**config.mk**
```make
export PLATFORM = sky130hd
export DESIGN_NAME = bblc_ram
export DESIGN_NICKNAME = d
export VERILOG_FILES = /design/src/hdl/bblc_ram.sv
export SDC_FILE = /design/constraint.sdc
export NUM_CORES = 1
export LEC_CHECK = 0
export BUFFER_PORTS_ARGS = -buffer_cell sky130_fd_sc_hd__buf_4
export CAP_MARGIN = 15
export CORE_MARGIN = 5
export CORE_UTILIZATION = 35
export DETAILED_ROUTE_END_ITERATION = 12
export GPL_ROUTABILITY_DRIVEN = 0
export SYNTH_ARGS = -nofsm -noshare
export SYNTH_HDL_FRONTEND = slang
export SYNTH_SLANG_ARGS = --single-unit
export TNS_END_PERCENT = 5
```
**constraint.sdc**
```tcl
create_clock -name i_clk -period 2.07 [get_ports i_clk]
set_input_delay 0.1035 -clock i_clk [delete_from_list [all_inputs] [get_ports i_clk]]
set_output_delay 0.1035 -clock i_clk [all_outputs]
set_load 0.01 [all_outputs]
```
**src/hdl/bblc_ram.sv**
```systemverilog
`default_nettype none
module bblc_ram #(
    parameter int WIDTH = 8,
    parameter int DEPTH = 64,
    localparam int AW = $clog2(DEPTH)
) (
    input  wire logic             i_clk,
    input  wire logic             i_we,
    input  wire logic [AW-1:0]    i_waddr,
    input  wire logic [WIDTH-1:0] i_wdata,
    input  wire logic [AW-1:0]    i_raddr,
    output logic      [WIDTH-1:0] o_rdata
);

    logic [WIDTH-1:0] r_mem [DEPTH];

    always_ff @(posedge i_clk) begin
        if (i_we) begin
            r_mem[i_waddr] <= i_wdata;
        end
        o_rdata <= r_mem[i_raddr];
    end

endmodule
`default_nettype wire

```
# Word-level counts from Yosys, hierarchy flattened

Memories as Yosys holds them, arrays and structs flattened. A register that Yosys moved wholly into a read port is not among the register bits.
Index checks and enable logic that the tools add are counted.

RAM bits: 512
Logic and storage cells: 3
Memories: 1
Register bits: 0
Input bits: 22
Output and inout port bits: 8

Mux-type cells: 2

Memories:

| name  | depth | bits a word | rd ports | clocked after memory_dff | wr ports | line | text |
|---|---|---|---|---|---|---|---|
| r_mem | 64    | 8           | 1        | 1                        | 1        | 15   | `logic [WIDTH-1:0] r_mem [DEPTH];` |

Operator list:

| kind              | number |
|---|---|
| 1-bit two-way mux | 2 |

# Depth between registers and ports, before layout

Gate-level depths: netlist (run 1).

Depth after elaboration: 2
Gate-level depth with buffers: 9
Depth with buffers taken out: 5

# Worst setup path before layout (run 1)

Ideal clock, no wire load.

Path type: input -> register
Start: input i_raddr[1]
End: register o_rdata[3], read port of r_mem
Stages on the path: 7
Path buffers: 3
Library setup time: 0.128 ns
Data arrival time: 1.643 ns
Path slack: 0.299 ns
Required time: 1.942 ns
Cell sequence: buf_4 > buf_2 > buf_2 > mux4_2 > mux4_2 > o21ai_1 > o41ai_1

RTL lines:

| item            | line | text |
|---|---|---|
| start, declared | 11   | `input wire logic [AW-1:0] i_raddr,` |
| end, declared   | 12   | `output logic [WIDTH-1:0] o_rdata` |

==> results of run 1 <==
## through the flow
stage	power (W)	setup TNS (ns)	setup slack, ns	area [um2]	utilization, %
global placement	0.01311	-1.028	-0.3268	22200	38.70
CTS	0.02225	0	0.1092	23870	41.60
detailed placement	0.01313	-1.077	-0.2501	22200	38.70
floorplan	0.01252	0	0.2988	20170	-
global route	0.02278	0	0.04090	23870	41.60
finish	0.02202	0	0.1144	23870	41.60
## final cells by class
type	count	area share [%]
multi-input combinational	369	18.08
sequential	520	65.09
clock buffer	73	5.956
timing repair buffer	169	5.877
clock inverter	25	0.9804
tap	765	4.011
## logic make-up after synthesis
kind of cell	after synthesis
AO/OA/AOI/OAI	54
AND/OR/NAND/NOR	153
buffers and inverters	51
flip-flops	520
multiplexers	162
## sequential cells by signal (all words and copies together) (netlist names)
register  flops
o_rdata       8
r_mem       512
## repair_timing
item                                    CTS  global route
endpoints found under the hold margin     8             0
hold buffers                              1             0
endpoints found under the setup margin    0             0
## routing by layer
metal  global-route usage, %  vias up  wire length (um)
li1                        -     4281                 -
met3                   3.231       61              2841
met1                   20.67     5241             20050
met2                   23.74      299             22610
met4                   3.415        2               816
met5                       0        -                 7
## how the worst max path moves through the flow
| stage | startpoint | to | slack, ns | cells past startpoint |
|---|---|---|---|---|
| after global placement | i_raddr[0] | o_rdata[7] | -0.33 | 7 |
| after global routing | r_mem[29][4] | o_rdata[4] | 0.04 | 6 |
| after CTS | r_mem[29][4] | o_rdata[4] | 0.11 | 6 |
| after detailed placement | i_raddr[0] | o_rdata[7] | -0.25 | 7 |
| final | r_mem[29][4] | o_rdata[4] | 0.11 | 6 |
| after floorplan | i_raddr[1] | o_rdata[3] | 0.30 | 7 |
## placed cells by master, fill, tap and decap left out, drive strengths merged, types with 6 or more instances in the layout
cell type | netlist | layout
nor3 | 7 | 7
clkinv | 0 | 17
mux4 | 126 | 126
a221oi | 6 | 6
nor2b | 14 | 14
nor2 | 83 | 83
edfxtp | 512 | 512
mux2 | 13 | 13
nand2b | 7 | 7
o22ai | 8 | 8
mux2i | 23 | 23
nand2 | 19 | 19
dfxtp | 8 | 8
clkbuf | 17 | 74
buf | 34 | 167
o221ai | 8 | 8
nand3 | 13 | 13
## power by group
part           total [W]  internal, W  switching [W]
sequential        0.0117       0.0117      0.0000380
combinational    0.00119     0.000506       0.000688
clock            0.00913      0.00530        0.00383
## critical path, delay by kind of cell (launching register included)
family                 cells  cell delay (ns)
AOI/OAI and AO/OA          2             0.37
muxes                      2             0.76
DFF                        1             0.36
buffers and inverters      1             0.15
and+or+nand+nor            1             0.19
==> reports/qor.txt, run 1 <==
Maximum buffer depth of the clock tree: 3
Input/output buffers: 29
HP Start: i_waddr[1]
Site Rows: 88
# IOs: 30
Starting Density: 35.16%
Worst endpoint data arrival time: 2.42 ns
Synth cell count leaders: 512 x edfxtp_1, 126 x mux4_2, 83 x nor2_1, 23 x mux2i_1, 19 x nand2_1
Fmax: 511.3 MHz
Final worst path period share: 94.48%
GRT Overall Usage: 14.70%
CORE AREA: 0.05737 mm2
Crit path largest cell delay: 0.46 ns
CTS Sinks: 520
Synthesis-stage register bit count: 520
Clock skew: 0.02019 ns
Hold Path Stages: 3
Die area: 0.06252 mm2
Total wire length: 46320 um
R2r worst-path depth: 6
Fraction of registers with async set/reset: 0%
Clock root cell: clkbuf_16
Syn Std Cell Area: 0.02017 mm2
Cts repair resizes: 0
Antenna Cells: 0
Nets: 1135
Largest family of logic cells by synthesized area: multiplexers
Hold WS: 0.04402 ns
Status: finished clean
Max-slew violations: 0
Chip Width: 250.0 um
RR Endpoint: o_rdata[4]
Post-synthesis sequential area ratio: 77.03%
Hold Vio Cnt, Final: 0
Worst setup SP type: flip-flop
Synth Warn #: 0
Slew at the pin closest to its max-slew limit: 0.7578 ns
Vias in the first global route: 10200
DR iter-0 viols: 899
First-pass GRT wire length: 69100 um
Routed Antenna Nets: 0
Placed cells: 1822
Vias per cell: 5.145
R2R Setup Slk: 0.11 ns
CTS HTree Levels: 2
Cell taking the most area after synthesis: edfxtp_1
Crit Path Category: flip-flop to flip-flop
Height of the die: 250.0 um
Global route overflow: 0
Mapped Cells: 940
Post-synthesis mux area share: 15.94%
Post-route minimum period: 1.956 ns
Mapped Avg Cell Area: 21.45 um2
RSZ-0062 raised after global routing: no
Slew Limit Headroom: 49.48%
Initial antenna violation count: 1
Total CTS buffers: 53
Hold Crit Class: input port to flip-flop
Largest net degree at the start of global routing: 65
Sequential Area: 0.01553 mm2
VDD IR max: 0.4981 mV
Detailed placer's ending HPWL: 29640 um
Post-Syn Nets: 962
Layout cells sized above 1: 32.79%
Netlist cell types: 40
Critical Path RT: 2.54 ns
Yosys top cell area share: 76.24%
Worst Hold Path EP: r_mem[48][0]
Count leader, synth: edfxtp_1
Worst-path maximum fanout: 1
Vias: 9884
Post-Synth XOR/XNOR Area: 0%
Post-Synth Adder-Cell Area: 0%
Synth Area in Compound Gates: 2.072%
Synthesis-to-layout area growth: 18.34%
Leakage: 7.656 nW
Top cells by area, synth: edfxtp_1 76%, mux4_2 14%, nor2_1 1.5%
Critical-path cell list: mux4_2 -> mux2_2 -> o221a_2 -> nor3_1 -> buf_4 -> o32ai_1
Main synth FF type: edfxtp_1
CTS tree: yes
DR DRC count: 0
CP Capture Type: flip-flop
Finished Layout Cells: 1921
Slowest CP cell: mux4_2
Reg clk slew, reported paths: 0.06 ns
Worst r2r src: r_mem[29][4]
Final setup violation count: 0
Post-CTS Setup Repair Bufs: 0
Drt wl/cell: 24.11 um
Area of the multi-input gates: 0.004315 mm2
Power Density: 922.6 mW/mm2
Number of max-cap violations: 0
Post-Synth Simple-Gate Area: 3.388%
Fill count: 5006
Drt pass-1 iters: 5
Skew-Pair Late Insertion Delay: 0.59 ns
Number of synthesized flops with an enable pin: 512
(Power assumes the default switching activity.)
==> run 2: changes to the inputs <==
--- a/config.mk
+++ b/config.mk
@@ -7,7 +7,6 @@
 export LEC_CHECK = 0
 export BUFFER_PORTS_ARGS = -buffer_cell sky130_fd_sc_hd__buf_4
 export CAP_MARGIN = 15
-export CORE_MARGIN = 5
 export CORE_UTILIZATION = 35
 export DETAILED_ROUTE_END_ITERATION = 12
 export GPL_ROUTABILITY_DRIVEN = 0
==> run 2 against run 1 <==
  * Final cell count is 0.62% lower
  * Worst hold slack gained 0.017 ns
  * Global-route usage increased by 1.4 points
  * Sequential share of layout area fell by 0.15 points
  * Largest power group unchanged
==> reports/qor.txt, run 2 (synthesis results as in run 1) <==
Status: finished clean
Commonest non-fill, non-tap cells in the layout: 512 x edfxtp_1, 152 x buf_4, 126 x mux4_2
Levels on crit path: 6
Clock skew: 0.01867 ns
Worst path bufs/invs: 1
CTS Sinks: 520
Biggest regs: r_mem: 512 flops, o_rdata: 8 flops
Total CTS buffers: 53
Worst r2r src: r_mem[24][6]
Critical-path cell list: mux4_2 -> mux2_2 -> o221a_2 -> nor3_1 -> buf_4 -> o32ai_1
DR iter-0 viols: 900
Worst endpoint data arrival time: 2.44 ns
Vias: 9841
GRT Overall Usage: 16.10%
Most flops, register: r_mem
Drt pass-1 iters: 5
Site Rows: 87
Detailed placer's ending HPWL: 29000 um
Commonest non-fill, non-tap cell in the layout: edfxtp_1
Crit-path leading delay family: multiplexers
Maximum buffer depth of the clock tree: 3
Clock root cell: clkbuf_16
Vias per cell: 5.155
Final setup violation count: 0
Crit path largest cell delay: 0.47 ns
Worst setup SP type: flip-flop
Drt wl/cell: 24.24 um
Nets: 1129
R2R Setup Slk: 0.11 ns
CORE AREA: 0.05671 mm2
Cts repair resizes: 0
Input/output buffers: 29
Hold Crit Class: input port to flip-flop
Slowest CP cell: mux4_2
VDD IR max: 0.6067 mV
Final worst path period share: 94.85%
CP Capture Type: flip-flop
Synthesis-to-layout area growth: 18.62%
Hold Vio Cnt, Final: 0
Number of max-cap violations: 0
Power Density: 941.8 mW/mm2
Max-slew violations: 0
Slew at the pin closest to its max-slew limit: 0.7544 ns
Chip Width: 242.0 um
Height of the die: 242.0 um
Worst setup endpoint: o_rdata[6]
# IOs: 30
Leakage: 7.704 nW
Skew-Pair Late Insertion Delay: 0.60 ns
Critical Path RT: 2.54 ns
DR DRC count: 0
Total wire length: 46270 um
Worst setup startpoint: r_mem[24][6]
R2r worst-path depth: 6
Fin util: 42.18%
Die area: 0.05858 mm2
Post-route minimum period: 1.963 ns
CTS HTree Levels: 2
Fmax: 509.3 MHz
First-pass GRT wire length: 69320 um
Vias in the first global route: 10360
Slew Limit Headroom: 49.71%
RSZ-0062 raised after global routing: no
Worst-path maximum fanout: 1
Largest net degree at the start of global routing: 65
Starting Density: 35.56%
Routed Antenna Nets: 0
Initial antenna violation count: 1
Global route overflow: 0
Reg clk slew, reported paths: 0.06 ns
Number of flip-flops under the largest register name: 512
Crit Path Category: flip-flop to flip-flop
RR Endpoint: o_rdata[6]
Fill count: 4875
Worst Slack Setup Final: 0.1065 ns
Layout cells sized above 1: 33.25%
CTS tree: yes
Pre-CTS WS: -0.1422 ns
==> run 2: repair_timing <==
item | 4_1_cts | 5_1_grt
hold endpoints to repair | 8 | 0
buffers inserted | 0 | 0
hold buffers | 2 | 0
==> run 2: where the power goes <==
| group | leakage (nW) | switching, W | total (W) | internal [W] |
|---|---|---|---|---|
| Sequential | 4.67 | 0.0000436 | 0.0117 | 0.0117 |
| Clock | 0.884 | 0.00388 | 0.00965 | 0.00577 |
| Combinational | 2.15 | 0.000683 | 0.00118 | 0.000494 |
| Total | 7.70 | 0.00461 | 0.0225 | 0.0179 |
==> run 2: area by class of cell <==
type	count	area, um2	area share [%]
Clock buffer	71	1526	6.381
Timing Repair Buffer	163	1335	5.581
Clock inverter	29	261.5	1.093
Sequential cell	520	15530	64.94
Tap cell	756	945.9	3.954
Antenna cell	1	2.502	0.01046
Multi-Input combinational cell	369	4315	18.04
==> run 2: worst register-to-register path: cells and delay by family (launching register included) <==
kind / cells / cell delay, ns
multiplexers: 2 / 0.76
buffers and inverters: 1 / 0.15
flip-flops: 1 / 0.37
AND/OR/NAND/NOR: 1 / 0.21
AO/OA/AOI/OAI: 2 / 0.35
==> run 2: through the flow <==
| stage | setup TNS [ns] | std cells | area, um2 | power, W | hold slack, ns |
|---|---|---|---|---|---|
| floorplan | 0 | 940 | 20170 | 0.01252 | 0.2024 |
| global placement | -0.3234 | 1806 | 22110 | 0.01311 | 0.4765 |
| detailed placement | -0.4425 | 1806 | 22110 | 0.01312 | 0.4723 |
| CTS | 0 | 1908 | 23920 | 0.02277 | 0.02600 |
| global route | 0 | 1908 | 23920 | 0.02323 | 0.06438 |
| finish | 0 | 1909 | 23920 | 0.02253 | 0.06084 |
==> run 2: metal layers <==
layer / share of wire (%) / track usage, % / wire length, um / vias to the layer above
met4: 1.9 / 3.872 / 856 / 2
met1: 44 / 22.19 / 20280 / 5256
li1: - / - / - / 4263
met3: 5.7 / 3.478 / 2638 / 56
met2: 49 / 26.08 / 22480 / 264
met5: 0.028 / 0 / 13 / -
==> run 2: worst min-delay path by stage <==
stage	end	cells after the start	slack [ns]	from
after floorplan	r_mem[0][0]	0	0.20	i_wdata[0]
after global placement	o_rdata[5]	2	0.48	i_raddr[5]
after CTS	r_mem[50][2]	3	0.03	i_waddr[1]
final	r_mem[50][2]	3	0.06	i_waddr[1]
after global routing	r_mem[51][1]	3	0.06	i_waddr[1]
after detailed placement	o_rdata[3]	2	0.47	i_raddr[5]
