<file path="src/hdl/bblc_pkg.sv">
`default_nettype none
package bblc_pkg;

    localparam int ENTRIES_DEF     = 64;
    localparam int HANDLE_BITS_DEF = 32;
    localparam int MAXB_W          = 22;
    localparam logic [MAXB_W-1:0] MAX_BYTES_RST = 22'd1048576;

    typedef enum logic [2:0] {
        REQ_PUT      = 3'd0,
        REQ_GET      = 3'd1,
        REQ_REMOVE   = 3'd2,
        REQ_EXISTS   = 3'd3,
        REQ_TRIM     = 3'd4,
        REQ_CLR_ALL  = 3'd5,
        REQ_CLR_SRC  = 3'd6,
        REQ_SIZE_SRC = 3'd7
    } t_req;

    // Rank adjustment applied by the scan unit to every valid entry it visits.
    typedef enum logic [1:0] {
        ADJ_NONE      = 2'd0,
        ADJ_DEC_ABOVE = 2'd1,
        ADJ_INC_BELOW = 2'd2,
        ADJ_INC_ALL   = 2'd3
    } t_adj;

    typedef enum logic [4:0] {
        S_IDLE   = 5'b00001,
        S_SCAN   = 5'b00010,
        S_LAST   = 5'b00100,
        S_DECIDE = 5'b01000,
        S_EMIT   = 5'b10000
    } t_state;

    typedef enum logic [2:0] {
        STG_A     = 3'b001,
        STG_DROP  = 3'b010,
        STG_FINAL = 3'b100
    } t_stage;

    typedef struct packed {
        logic [2:0]  req_type;
        logic [63:0] key;
        logic [31:0] value_handle;
        logic [15:0] value_size;
        logic [1:0]  source_code;
        logic [6:0]  entry_limit;
    } t_in_word;

    typedef struct packed {
        logic        found;
        logic [31:0] out_value_handle;
        logic [1:0]  out_source;
        logic [21:0] byte_total;
        logic [6:0]  entry_count;
        logic [6:0]  evicted_now;
        logic [31:0] hit_count;
        logic [31:0] miss_count;
        logic [31:0] eviction_count;
    } t_out_word;

    // Control for one pass of the scan unit.
    typedef struct packed {
        t_adj        adj;
        logic        set_en;
        logic [63:0] key;
        logic [31:0] handle;
        logic [15:0] size;
        logic [1:0]  src;
    } t_pass_ctl;

endpackage
`default_nettype wire

</file>
<file path="src/hdl/bblc_scan.sv">
`default_nettype none
module bblc_scan import bblc_pkg::*; #(
    parameter int ENTRIES     = ENTRIES_DEF,
    parameter int HANDLE_BITS = HANDLE_BITS_DEF,
    localparam int IW   = $clog2(ENTRIES),
    localparam int RW   = IW,
    localparam int BW   = $clog2(ENTRIES * 65535 + 1),
    localparam int C_LO = RW,
    localparam int B_LO = RW + 2,
    localparam int H_LO = RW + 18,
    localparam int K_LO = RW + 18 + HANDLE_BITS,
    localparam int EW   = K_LO + 64
) (
    input  wire logic                   i_clk,
    input  wire logic                   i_rst_n,
    input  wire logic                   i_clr,
    input  wire logic                   i_pv,
    input  wire logic [IW-1:0]          i_pidx,
    input  wire logic                   i_pvalid,
    input  wire logic [EW-1:0]          i_rdata,
    input  wire t_pass_ctl              i_ctl,
    input  wire logic [RW-1:0]          i_rank,
    input  wire logic [IW-1:0]          i_set_idx,
    input  wire logic [RW-1:0]          i_target,
    output logic                        o_wen,
    output logic      [EW-1:0]          o_wdata,
    output logic                        o_hit_f,
    output logic      [IW-1:0]          o_hit_idx,
    output logic      [RW-1:0]          o_hit_rank,
    output logic      [15:0]            o_hit_bytes,
    output logic      [HANDLE_BITS-1:0] o_hit_handle,
    output logic      [1:0]             o_hit_cls,
    output logic                        o_old_f,
    output logic      [IW-1:0]          o_old_idx,
    output logic      [15:0]            o_old_bytes,
    output logic                        o_cls_f,
    output logic      [IW-1:0]          o_cls_idx,
    output logic      [RW-1:0]          o_cls_rank,
    output logic      [15:0]            o_cls_bytes,
    output logic                        o_inv_f,
    output logic      [IW-1:0]          o_inv_idx,
    output logic      [BW-1:0]          o_cls_sum
);

    logic [RW-1:0]          e_rank;
    logic [1:0]             e_cls;
    logic [15:0]            e_bytes;
    logic [HANDLE_BITS-1:0] e_handle;
    logic [63:0]            e_key;
    logic [RW-1:0]          adj_rank;
    logic                   is_set;

    assign e_rank   = i_rdata[RW-1:0];
    assign e_cls    = i_rdata[C_LO +: 2];
    assign e_bytes  = i_rdata[B_LO +: 16];
    assign e_handle = i_rdata[H_LO +: HANDLE_BITS];
    assign e_key    = i_rdata[K_LO +: 64];

    always_comb begin
        adj_rank = e_rank;
        case (i_ctl.adj)
            ADJ_DEC_ABOVE: if (e_rank > i_rank) adj_rank = e_rank - RW'(1);
            ADJ_INC_BELOW: if (e_rank < i_rank) adj_rank = e_rank + RW'(1);
            ADJ_INC_ALL:   adj_rank = e_rank + RW'(1);
            default:       adj_rank = e_rank;
        endcase
    end

    assign is_set  = i_ctl.set_en && (i_pidx == i_set_idx);
    assign o_wen   = i_pv && (is_set || (i_pvalid && (adj_rank != e_rank)));
    assign o_wdata = is_set
        ? {i_ctl.key, HANDLE_BITS'(i_ctl.handle), i_ctl.size, i_ctl.src, RW'(0)}
        : {e_key, e_handle, e_bytes, e_cls, adj_rank};

    // Ranks seen by the oldest-entry and class finds are the adjusted ones, so
    // the oldest entry after a drop is found in the same pass that closes the gap.
    always_ff @(posedge i_clk) begin
        if (!i_rst_n) begin
            o_hit_f <= 1'b0;
            o_old_f <= 1'b0;
            o_cls_f <= 1'b0;
            o_inv_f <= 1'b0;
        end else if (i_clr) begin
            o_hit_f   <= 1'b0;
            o_old_f   <= 1'b0;
            o_cls_f   <= 1'b0;
            o_inv_f   <= 1'b0;
            o_cls_sum <= '0;
        end else if (i_pv) begin
            if (i_pvalid && (e_key == i_ctl.key) && !o_hit_f) begin
                o_hit_f      <= 1'b1;
                o_hit_idx    <= i_pidx;
                o_hit_rank   <= e_rank;
                o_hit_bytes  <= e_bytes;
                o_hit_handle <= e_handle;
                o_hit_cls    <= e_cls;
            end
            if (i_pvalid && (adj_rank == i_target)) begin
                o_old_f     <= 1'b1;
                o_old_idx   <= i_pidx;
                o_old_bytes <= e_bytes;
            end
            if (i_pvalid && (e_cls == i_ctl.src)) begin
                o_cls_sum <= o_cls_sum + BW'(e_bytes);
                if (!o_cls_f) begin
                    o_cls_f     <= 1'b1;
                    o_cls_idx   <= i_pidx;
                    o_cls_rank  <= adj_rank;
                    o_cls_bytes <= e_bytes;
                end
            end
            if (!i_pvalid && !o_inv_f) begin
                o_inv_f   <= 1'b1;
                o_inv_idx <= i_pidx;
            end
        end
    end

endmodule
`default_nettype wire

</file>
<file path="config.mk">
export PLATFORM = sky130hd
export DESIGN_NAME = bblc_scan
export DESIGN_NICKNAME = d
export VERILOG_FILES = /design/src/hdl/bblc_pkg.sv /design/src/hdl/bblc_scan.sv
export SDC_FILE = /design/constraint.sdc
export NUM_CORES = 1
export LEC_CHECK = 0
export BUFFER_PORTS_ARGS = -buffer_cell sky130_fd_sc_hd__buf_2
export CORE_AREA = 2 2 209 211
export DETAILED_ROUTE_END_ITERATION = 10
export DIE_AREA = 0 0 211 213
export PLACE_DENSITY_LB_ADDON = 0.3
export SYNTH_ARGS = -nofsm -noshare
export SYNTH_HDL_FRONTEND = slang
export SYNTH_SLANG_ARGS = --single-unit
export TNS_END_PERCENT = 1
</file>
<file path="constraint.sdc">
create_clock -name i_clk -period 6.45 [get_ports i_clk]
set_clock_uncertainty 0.2 [all_clocks]
set_input_delay 0.9675 -clock i_clk [delete_from_list [all_inputs] [get_ports i_clk]]
set_output_delay 0.9675 -clock i_clk [all_outputs]
set_load 0.02 [all_outputs]
</file>
* Word-level counts from Yosys, hierarchy flattened *
Index checks and enable logic that the tools add are counted.

word-level totals
  input bits = 266
  flip-flop bits (word level) = 144
  output and inout port bits = 265

cells by class
  bitwise operators = 3
  reductions and logical operators = 24
  order comparisons = 2
  add/sub/neg operators = 3
  eq/ne operators = 8
  mux-type cells = 6

operators by type and width
  cell                   number
  $mux W120              1
  $eq A64 B64 Y1         1
  $mux W22               2
  $add A22 B16 Y22       1
  $pmux W6 S3            1
  $eq A6 B6 Y1           2
  $mux W6                2
  $reduce_and A4 Y1      3
  $logic_and A1 B1 Y1    8
  $reduce_and A2 Y1      4
  $add A6 B1 Y6 const B  1
  $gt A6 B6 Y1           1
  $lt A6 B6 Y1           1
  $ne A6 B6 Y1           1
  $sub A6 B1 Y6 const B  1
  $reduce_and A5 Y1      1
  $eq A2 B2 Y1 const B   2
  $reduce_bool A2 Y1     2
  $logic_not A1 Y1       3
  $not A1 Y1             3
  $reduce_and A3 Y1      1
  $eq A2 B1 Y1 const B   1
  $eq A2 B2 Y1           1
  $reduce_or A2 Y1       1
  $logic_or A1 B1 Y1     1

* Logic depth before layout (Yosys ltp) *
Gate-level depths: netlist (run 1).

  depth after elaboration = 7
  depth in mapped cells = 11
  mapped depth without buffers = 11

* Least setup slack after synthesis (run 1) *
Ideal clock, no wire load.

  path type = input port to flip-flop
  start = input port i_clr
  end = register o_hit_bytes[0], enable pin
  stages on the path = 7
  required time = 5.690 ns
  arrival time = 6.204 ns
  library setup time = 0.560 ns
  slack = -0.514 ns
  path through = clkbuf_1 nand2b_1 nor2_1 nand4_1 nor4_1 nand4_1 nor3_1

on the way
  cells in the longest elaborated chain, start to end = 2

RTL lines
  what                         RTL line         text
  start: declaration           bblc_scan.sv:16  input wire logic i_clr,
  $not A1 Y1 (no line)         -
  $reduce_and A4 Y1 (no line)  -
  end signal: assignment       bblc_scan.sv:94  o_hit_bytes <= e_bytes;
  end: declaration             bblc_scan.sv:30  output logic [15:0] o_hit_bytes,

No other way between the ends.
A chain may end at the register's enable or synchronous reset.

* Final worst setup path (run 1) *
  start = input port i_rdata[0]
  end = output port o_wdata[3]

on the way
  cells in the longest elaborated chain, start to end = 4
  elaborated cells on any way between the ends = 8

RTL lines
  what                                         RTL line                          text
  start: declaration                           bblc_scan.sv:20                   input wire logic [EW-1:0] i_rdata,
  $add A6 B1 Y6, or another cell as far along  bblc_scan.sv:63, bblc_scan.sv:64
  $mux W6 (on tied branches)                   bblc_scan.sv:63, bblc_scan.sv:62
  $pmux W6 S3 *                                bblc_scan.sv:61                   case (i_ctl.adj)
  via adj_rank[3]                              bblc_scan.sv:50                   logic [RW-1:0] adj_rank;
  $mux W120 *                                  bblc_scan.sv:72                   ? {i_ctl.key, HANDLE_BITS'(i_ctl.handle), i_ctl.size, i_ctl.src, RW'(0)}
  end: declaration                             bblc_scan.sv:26                   output logic [EW-1:0] o_wdata,

The timed path passes the listed nets; every way through them passes the cells marked *.

==> reports/metrics.cfg, run 1 <==
[detailed_routing]
vias = 7241
dr.first_iter.drc_count = 198
drt_pass1_iterations = 4
finalWirelength_microns = 34900
ant_nets = 0
drcViolationCount = 0
vias_per_cell = 4.21
post_drt_wl_per_cell_microns = 20.3

[logic_synthesis]
ys_types = 62
synth_top_area_frac = 0.519
yosysSeqAreaShare = 0.528
synthArstFlopShare = 0
synth.largest_area_cell = edfxtp_1
post_synth.cell_area_avg_sq_um = 13.2
synthFlopType = edfxtp_1
synth_area_leaders = edfxtp_1 (52%), mux2_2 (15%), xor2_1 (6.7%)
syn_area_sq_um = 8110
synth_cells = 615
synth_edf_count = 140
synthesis.nets = 906
synth_warnings = 0
ys_ff_latch = 144

[layout]
areaGrowthSynthToFinish_pct = 50.4
fin_util = 0.286
nets = 1449
final_cell_area_sq_um = 12200
nFillCells = 4494
layout-drive-gt1-share = 0.602

[pwr]
internal_power_w = 0.00200
powerDensity_nw_per_um2 = 226
pwr-share-comb = 0.196
p_sw_frac = 0.273
p_seq_frac = 0.383
ir_worst_vdd_mv = 0.126
clockPowerShare = 0.421
p_total_w = 0.00275
p_sw_w = 0.000751
p_leak_nw = 5.29

[cts]
clk_path_buf_depth = 2
clock_latency_ps = 440
cts_buffers = 17
hold_buffers = 0
root_buffer = clkbuf_16
path_clk_slew_ps = 70
clock-sinks = 144
ctsResizeCount = 0
postCtsSetupBuffers = 0
h-tree-depth = 4
cts_tree = built

[critical_path]
crit_end = o_wdata[3]
cp.required_ps = 5280
worst_r2r_startpoint = o_cls_sum[0]
setup.worst_path.end_class = primary output
r2r_slack_ps = 3080
rr_worst_depth = 11
arrival_ps = 3140
crit_type = primary input to primary output
crit_path_start_kind = primary input
crit_start = i_rdata[0]
rr_endpoint = o_cls_sum[20]
crit_path_max_fanout = 7

[timing]
setup_viol = 0
post-route-period-util = 0.667
slew_headroom = 0.305
rsz0062_at_grt = false
worst_slew_pin_slew_ps = 1040
tns_ps = 0
timing.fmax_mhz = 232
slew_viol_final = 0
period_needed_ps = 4300
hold_viol = 0

[global_routing]
grt_max_degree = 73
grt_use_total = 0.150
grt_most_used_layer = met2
grt_overflow = 0
met2_usage = 0.283
grt_util_met3 = 0.0485
gr-usage-met1 = 0.148
antenna_found_initial = 5
grt_pass1_vias = 7300
grt_pass1_wl_microns = 47700

[floorplanning]
dieArea_sq_um = 44900
start_util = 0.190
row_count = 76
die_w_microns = 211
io_pins = 531
die-height_microns = 213
core_area_sq_um = 42700

[flow_run]
drv_cap = 0

[placement]
gp_congestion = 0.838
dp_hpwl_microns = 29600
portBuffers = 530
placed_area_sq_um = 11500

[worst_hold_path]
hp-class = register to register

[outcome]
status = completed

[sequential cells by signal, summed over array words and instances (netlist names)]
name / count
o_cls_bytes: 16
o_cls_f: 1
o_cls_idx: 6
o_cls_rank: 6
o_cls_sum: 22
o_hit_bytes: 16
o_hit_cls: 2
o_hit_f: 1
o_hit_handle: 32
o_hit_idx: 6
o_hit_rank: 6
o_inv_f: 1
o_inv_idx: 6
o_old_bytes: 16
o_old_f: 1
o_old_idx: 6
[area by class of cell]
class,count,area (sq um),area share
flip-flops and latches,144,4280,0.351
multi-input cells,428,3690,0.302
repair buffers,540,2750,0.226
well taps,546,683,0.0560
clock buffers,18,429,0.0352
clock inverters,14,251,0.0206
inverters,27,101,0.00831
diodes,2,5.00,0.000410
[through the flow]
stage / hold WS [ps] / instances / setup slack [ps]
4_1_cts: 326 / 1717 / 2170
6_report: 319 / 1719 / 2150
2_1_floorplan: 347 / 615 / 1380
3_5_place_dp: 311 / 1685 / 1730
5_1_grt: 346 / 1718 / 1970
3_3_place_gp: 292 / 1685 / 1770
[worst max-delay path, stage by stage]
cell      delay (ps)
buf_2            170
inv_1             90
ha_1             190
nand2b_1         150
a21oi_2          260
o211ai_2         150
nor4_1           370
nor2_1           170
xnor2_1          260
nor2b_1          180
buf_2            190
[how the worst min path moves through the flow]
stage,slack [ps],depth (start not counted),from,endpoint
floorplan,350,2,o_hit_f,o_hit_f
global placement,290,2,o_inv_f,o_inv_f
detailed placement,310,2,o_inv_f,o_inv_f
CTS,330,2,o_cls_f,o_cls_f
global route,350,2,o_old_f,o_old_f
finish,320,2,o_cls_f,o_cls_f
[Yosys cell counts, types with 4 or more instances]
library cell / instances
nor2b_1: 10
nand3_1: 4
ha_1: 24
o21a_1: 5
inv_1: 27
o21ai_0: 10
a21o_1: 7
nor2_1: 39
nor3_1: 9
xnor2_1: 25
a21oi_1: 14
nand2b_1: 6
mux2_2: 109
edfxtp_1: 140
or3_1: 5
xor2_1: 62
nand4_1: 11
nor4_1: 14
o21ai_1: 8
dfxtp_1: 4
clkbuf_1: 13
nand2_1: 16
[cells in the final DEF (no fill, tap or decap), types with 16 or more instances in the layout]
| cell | count |
|---|---|
| buf_2 | 530 |
| edfxtp_1 | 140 |
| mux2_2 | 109 |
| xor2_1 | 62 |
| nor2_1 | 39 |
| inv_1 | 27 |
| xnor2_1 | 25 |
| ha_1 | 24 |
| clkbuf_16 | 17 |
| nand2_1 | 16 |
[power groups by stage]
stage          sequential, W  combinational, W  clock [W]
6_report             0.00105          0.000539    0.00116
5_1_grt              0.00105          0.000586    0.00123
4_1_cts              0.00105          0.000550    0.00120
3_5_place_dp         0.00107          0.000548          0
3_3_place_gp         0.00107          0.000545          0
2_1_floorplan        0.00109          0.000280          0
[kinds of logic after synthesis]
| logic type | count (synthesis) | synth area share |
|---|---|---|
| flip-flops | 144 | 0.528 |
| XOR/XNOR | 90 | 0.101 |
| adder cells (fa/ha/maj) | 25 | 0.0395 |
| multiplexers | 111 | 0.154 |
| buffers and inverters | 43 | 0.0204 |
| AND/OR/NAND/NOR | 131 | 0.0867 |
| AO/OA/AOI/OAI | 71 | 0.0699 |
[per-layer routing]
layer,vias to the layer above,share of wire
met5,-,0.0012
met4,6,0.034
met3,49,0.077
met2,370,0.53
met1,3429,0.36
li1,3387,-
Power figures use the tool's default switching activity.
==> inputs of run 2 (changes only) <==
--- a/config.mk
+++ b/config.mk
@@ -6,9 +6,9 @@
 export NUM_CORES = 1
 export LEC_CHECK = 0
 export BUFFER_PORTS_ARGS = -buffer_cell sky130_fd_sc_hd__buf_2
-export CORE_AREA = 2 2 209 211
+export CORE_AREA = 2 2 206 208
 export DETAILED_ROUTE_END_ITERATION = 10
-export DIE_AREA = 0 0 211 213
+export DIE_AREA = 0 0 208 210
 export PLACE_DENSITY_LB_ADDON = 0.3
 export SYNTH_ARGS = -nofsm -noshare
 export SYNTH_HDL_FRONTEND = slang
==> constraint.sdc (replaced) <==
create_clock -name i_clk -period 4.4 [get_ports i_clk]
set_clock_uncertainty 0.2 [all_clocks]
set_input_delay 0.66 -clock i_clk [delete_from_list [all_inputs] [get_ports i_clk]]
set_output_delay 0.66 -clock i_clk [all_outputs]
set_load 0.02 [all_outputs]
==> reports/metrics.cfg, run 2 (same netlist as run 1, synthesis figures left out) <==
[critical_path]
arrival_ps = 2750  ; -390 ps
worst_r2r_startpoint = o_cls_sum[0]
cpPeakStageDelay_ps = 370  ; about the same
crit_start = i_rdata[0]
crit_slowest_cell = nor4_1
crit_path_max_fanout = 7  ; unchanged
crit_path_frequent_cell = buf_2
cp.required_ps = 3540  ; -1740 ps
crit_type = primary input to primary output
path_cells = buf_2 > inv_1 > ha_1 > nand2b_1 > a21oi_2 > o211ai_2 > nor4_1 > nor2_1 > xnor2_1 > nor2b_1 > buf_2
crit_path_start_kind = primary input
setup.worst_path.end_class = primary output

[floorplanning]
start_util = 0.195  ; +0.00558
dieArea_sq_um = 43700  ; -2.8%
die-height_microns = 210  ; -1.4%
io_pins = 531  ; unchanged
row_count = 75  ; -1.3%
core_area_sq_um = 41500  ; -2.9%
die_w_microns = 208  ; -1.4%

[cts]
cts_buffers = 17  ; unchanged
clock_latency_ps = 440  ; about the same
h-tree-depth = 4  ; unchanged
cts_tree = built
postCtsSetupBuffers = 0  ; unchanged
hold_buffers = 0  ; unchanged
clk_path_buf_depth = 2  ; unchanged
ctsResizeCount = 0  ; unchanged
path_clk_slew_ps = 60  ; about the same
clock-sinks = 144  ; unchanged
root_buffer = clkbuf_16

[global_routing]
grt_pass1_vias = 7643  ; +4.7%
gr-usage-met1 = 0.165  ; +0.0167
grt_most_used_layer = met2
grt_overflow = 0  ; unchanged
grt_max_degree = 57  ; -22%
grt_use_total = 0.160  ; +0.0103
grt_util_met3 = 0.0465  ; -0.00205
met2_usage = 0.300  ; +0.0174
antenna_found_initial = 5  ; unchanged
grt_pass1_wl_microns = 50400  ; +5.5%

[outcome]
status = completed

[detailed_routing]
post_drt_wl_per_cell_microns = 20.9  ; +2.7%
drt_pass1_iterations = 4  ; unchanged
finalWirelength_microns = 35700  ; +2.3%
drcViolationCount = 0  ; unchanged
ant_nets = 0  ; unchanged
dr.first_iter.drc_count = 234  ; +18%
vias = 7297  ; +0.77%
vias_per_cell = 4.26  ; +1.1%

[timing]
timing.hold.ws_ps = 212  ; -107 ps
hold_viol = 0  ; unchanged
worst_slew_pin_slew_ps = 555  ; -485 ps
post-route-period-util = 0.819
tns_ps = 0  ; unchanged
slew_headroom = 0.627  ; +0.322
period_needed_ps = 3610
setup_ws_ps = 795  ; -1350 ps
rsz0062_at_grt = false
timing.fmax_mhz = 277
slew_viol_final = 0  ; unchanged
setup_viol = 0  ; unchanged

[placement]
portBuffers = 530  ; unchanged
place_ws_ps = 519  ; -1210 ps
dp_hpwl_microns = 30100  ; +1.7%
gp_congestion = 0.907  ; +8.2%

[worst_hold_path]
hold_start = i_rdata[55]
hp-class = primary input to register

[layout]
layout_common_cells = buf_2 (530), edfxtp_1 (140), mux2_2 (109)
top_regs = o_hit_handle: 32 flops, o_cls_sum: 22 flops
areaGrowthSynthToFinish_pct = 50.1
largest_reg_flops = 32  ; unchanged
layout-drive-gt1-share = 0.603  ; +0.000679
nets = 1452  ; +0.21%
layout_commonest_cell = buf_2
largest_register = o_hit_handle
fin_util = 0.293  ; +0.00776

[pwr]
ir_worst_vdd_mv = 0.186  ; +48%
p_leak_nw = 5.28  ; -0.26%
powerDensity_nw_per_um2 = 321  ; +42%
p_total_w = 0.00391  ; +42%

[flow_run]
drv_cap = 0  ; unchanged

==> run 2: cell types whose count changed in the layout (fill, tap and decap cells not counted), sizes merged <==
cell      change
clkbuf        -1
diode         -1
bufinv        -2
clkinv        -1
inv           +1
clkinvlp      +2
buf           +3
==> run 2: final timing paths <==
check | endpoint | depth (start not counted) | slack, ps
max | o_wdata[3] | 11 | 790
min | o_hit_handle[31] | 1 | 210
max reg2reg | o_cls_sum[18] | 11 | 1210
min reg2reg | o_cls_f | 2 | 310
==> run 2: metal layers <==
| layer | share of wire | up-vias |
|---|---|---|
| li1 | - | 3390 |
| met1 | 0.36 | 3478 |
| met2 | 0.53 | 383 |
| met3 | 0.073 | 42 |
| met4 | 0.036 | 4 |
| met5 | 0.00081 | - |
==> run 2: report_power, final <==
| group | leakage [nW] | switching (W) | internal, W |
|---|---|---|---|
| Clock | 0.302 | 0.000608 | 0.000958 |
| Sequential | 1.31 | 0.0000116 | 0.00153 |
| Combinational | 3.67 | 0.000473 | 0.000327 |
==> run 2: metrics by stage <==
| stage | instances | cell area, sq um |
|---|---|---|
| 4_1_cts | 1712 | 12200 |
| 3_3_place_gp | 1681 | 11500 |
| 5_1_grt | 1713 | 12200 |
| 2_1_floorplan | 615 | 8120 |
| 6_report | 1713 | 12200 |
| 3_5_place_dp | 1681 | 11500 |
==> run 2: cell type report <==
class                   count  area (sq um)
well taps                 539           674
repair buffers            543          2790
diodes                      1          2.50
fillers                  4377         29300
multi-input cells         428          3690
inverters                  27           101
clock buffers              17           425
flip-flops and latches    144          4280
clock inverters            14           205
==> run 2: worst max-delay path: cells and delay by family <==
family / cells / cell delay [ps]
and+or+nand+nor: 4 / 830
adders and majority gates: 1 / 200
xor gates and xnor gates: 1 / 220
AOI/OAI and AO/OA: 2 / 380
buffers and inverters: 3 / 440
==> inputs of run 3 (changes only) <==
--- a/config.mk
+++ b/config.mk
@@ -5,6 +5,7 @@
 export SDC_FILE = /design/constraint.sdc
 export NUM_CORES = 1
 export LEC_CHECK = 0
+export ABC_AREA = 1
 export BUFFER_PORTS_ARGS = -buffer_cell sky130_fd_sc_hd__buf_2
 export CORE_AREA = 2 2 206 208
 export DETAILED_ROUTE_END_ITERATION = 10
==> constraint.sdc (replaced) <==
create_clock -name i_clk -period 3.7 [get_ports i_clk]
set_clock_uncertainty 0.2 [all_clocks]
set_input_delay 0.555 -clock i_clk [delete_from_list [all_inputs] [get_ports i_clk]]
set_output_delay 0.555 -clock i_clk [all_outputs]
set_load 0.02 [all_outputs]
==> reports/metrics.cfg, run 3 <==
[logic_synthesis]
post_synth.cell_area_avg_sq_um = 8.49  ; -36%
synthesis.nets = 1299  ; +43%
synth_most_common_cell = nand2_1
synth_warnings = 0  ; unchanged
synth_cells = 1008  ; +64%
synth_area_leaders = edfxtp_1 (49%), nand2_1 (17%), inv_1 (4.4%)
yosys-top-cells-count = nand2_1 (383), edfxtp_1 (140), inv_1 (100)
synthFlopType = edfxtp_1
ys_types = 50  ; -19%
synth_top_area_frac = 0.491  ; -0.0275
syn_area_sq_um = 8560  ; +5.6%
synth.largest_area_cell = edfxtp_1
synthArstFlopShare = 0  ; unchanged
synth_edf_count = 140  ; unchanged
ys_ff_latch = 144  ; unchanged
yosysSeqAreaShare = 0.500  ; -0.0280

[global_routing]
grt_max_degree = 80  ; +40%
grt_pass1_wl_microns = 55900  ; +11%
grt_use_total = 0.172  ; +0.0120
grt_pass1_vias = 8977  ; +17%
grt_overflow = 0  ; unchanged
antenna_found_initial = 4  ; -1

[timing]
hold_viol = 0  ; unchanged
setup_viol = 0  ; unchanged
worst_slew_pin_slew_ps = 921  ; +366 ps
tns_ps = 0  ; unchanged
timing.fmax_mhz = 272
setup_ws_ps = 24.2  ; -770 ps
slew_headroom = 0.379  ; -0.247
post-route-period-util = 0.993
timing.hold.ws_ps = 110  ; -103 ps
rsz0062_at_grt = false
period_needed_ps = 3680
slew_viol_final = 0  ; unchanged

[critical_path]
crit_path_frequent_cell = buf_2
worst_r2r_startpoint = o_cls_sum[0]
crit_slowest_cell = o21ai_0
setup.worst_path.end_class = primary output
crit_type = primary input to primary output
crit_buf_inv = 4  ; +1
crit_start = i_pidx[4]
path_cells = buf_2 > xor2_1 > a2111oi_1 > buf_4 > nand2_4 > buf_12 > o21ai_0 > buf_2
crit_family = compound AO/OA/AOI/OAI gates
cpPeakStageDelay_ps = 800  ; +430 ps
arrival_ps = 2920  ; +170 ps
cp.required_ps = 2940  ; -600 ps
crit_path_max_fanout = 65  ; +58
crit_path_start_kind = primary input

[flow_run]
drv_cap = 0  ; unchanged

[cts]
h-tree-depth = 4  ; unchanged
cts_tree = built
clock-sinks = 144  ; unchanged
path_clk_slew_ps = 70  ; about the same
cts_buffers = 17  ; unchanged
clock_latency_ps = 440  ; about the same
ctsResizeCount = 0  ; unchanged
clk_path_buf_depth = 2  ; unchanged
postCtsSetupBuffers = 0  ; unchanged
root_buffer = clkbuf_16
hold_buffers = 0  ; unchanged

[detailed_routing]
post_drt_wl_per_cell_microns = 18.5  ; -11%
drcViolationCount = 0  ; unchanged
dr.first_iter.drc_count = 495  ; +110%
vias_per_cell = 4.33  ; +1.7%
ant_nets = 0  ; unchanged
vias = 9063  ; +24%
drt_pass1_iterations = 5  ; +1
finalWirelength_microns = 38600  ; +8.2%

[placement]
place_ws_ps = 206  ; -313 ps
dp_cells = 2059  ; +22%
dp_hpwl_microns = 31700  ; +5.3%
portBuffers = 530  ; unchanged
gp_congestion = 0.868  ; -4.3%

[pwr]
powerDensity_nw_per_um2 = 380  ; +18%
p_leak_nw = 6.20  ; +18%
ir_worst_vdd_mv = 0.235  ; +26%

[layout]
layout_commonest_cell = buf_2
layout_common_cells = buf_2 (530), nand2_1 (382), edfxtp_1 (140)
top_regs = o_hit_handle: 32 flops, o_cls_sum: 22 flops
nets = 1830  ; +26%
areaGrowthSynthToFinish_pct = 46.5
final_cells = 2092  ; +22%
largest_reg_flops = 32  ; unchanged
largest_register = o_hit_handle
fin_util = 0.302  ; +0.00896
layout-drive-gt1-share = 0.394  ; -0.208

[floorplanning]
core_area_sq_um = 41500  ; unchanged
io_pins = 531  ; unchanged
dieArea_sq_um = 43700  ; unchanged
row_count = 75  ; unchanged
die_w_microns = 208  ; unchanged
die-height_microns = 210  ; unchanged
start_util = 0.206  ; +0.0110

[worst_hold_path]
hold_start = i_rdata[55]
hp-class = primary input to register

[outcome]
status = completed

## run 3: cell types whose count changed in the layout (fill, tap and decap cells not counted), moves of 23 or more
cell | previous run | this run
inv_1 | 27 | 100
mux2_2 | 109 | 0
nand3_1 | 4 | 36
a21oi_1 | 14 | 37
o21ai_0 | 10 | 60
nand2_1 | 16 | 382
xor2_1 | 62 | 25
## run 3: report_power, final
part           switching, W  total, W  internal, W
sequential        0.0000136   0.00183      0.00182
clock              0.000790   0.00194      0.00115
combinational      0.000634  0.000986     0.000352
## run 3: per-layer routing
metal  vias to the layer above  GRT usage  wire, microns
li1                       4430          -              -
met1                      4146      0.194          15100
met2                       425      0.310          19400
met3                        56     0.0405           2700
met4                         6     0.0743           1360
met5                         -          0             28
## run 3: final timing paths
kind	endpoint	slack (ps)	depth (start not counted)
worst max-delay path	o_wdata[93]	20	8
worst min-delay path	o_hit_handle[31]	110	1
worst max register to register	o_cls_sum[20]	930	12
worst min register to register	o_old_f	260	2
## run 3: final cells by class
| type | instances | area [sq um] |
|---|---|---|
| clock inverter | 15 | 224 |
| antenna | 1 | 2.50 |
| inverter | 107 | 404 |
| multi-input combinational | 726 | 3710 |
| sequential | 144 | 4280 |
| fill | 4476 | 28900 |
| clock buffer | 17 | 425 |
| tap | 539 | 674 |
| timing repair buffer | 543 | 2810 |
## run 3: cell families after synthesis
| family | share of synthesized area |
|---|---|
| adder cells (fa/ha/maj) | 0.0374 |
| AND/OR/NAND/NOR | 0.253 |
| AO/OA/AOI/OAI | 0.0972 |
| XOR/XNOR | 0.0430 |
| buffers and inverters | 0.0685 |
| flip-flops | 0.500 |
## run 3: per-stage QoR
| stage | area [sq um] | total power (W) |
|---|---|---|
| after detailed placement | 11900 | 0.00286 |
| after global placement | 11900 | 0.00286 |
| after floorplan | 8560 | 0.00240 |
| after global routing | 12500 | 0.00498 |
| final | 12500 | 0.00476 |
| after CTS | 12500 | 0.00484 |
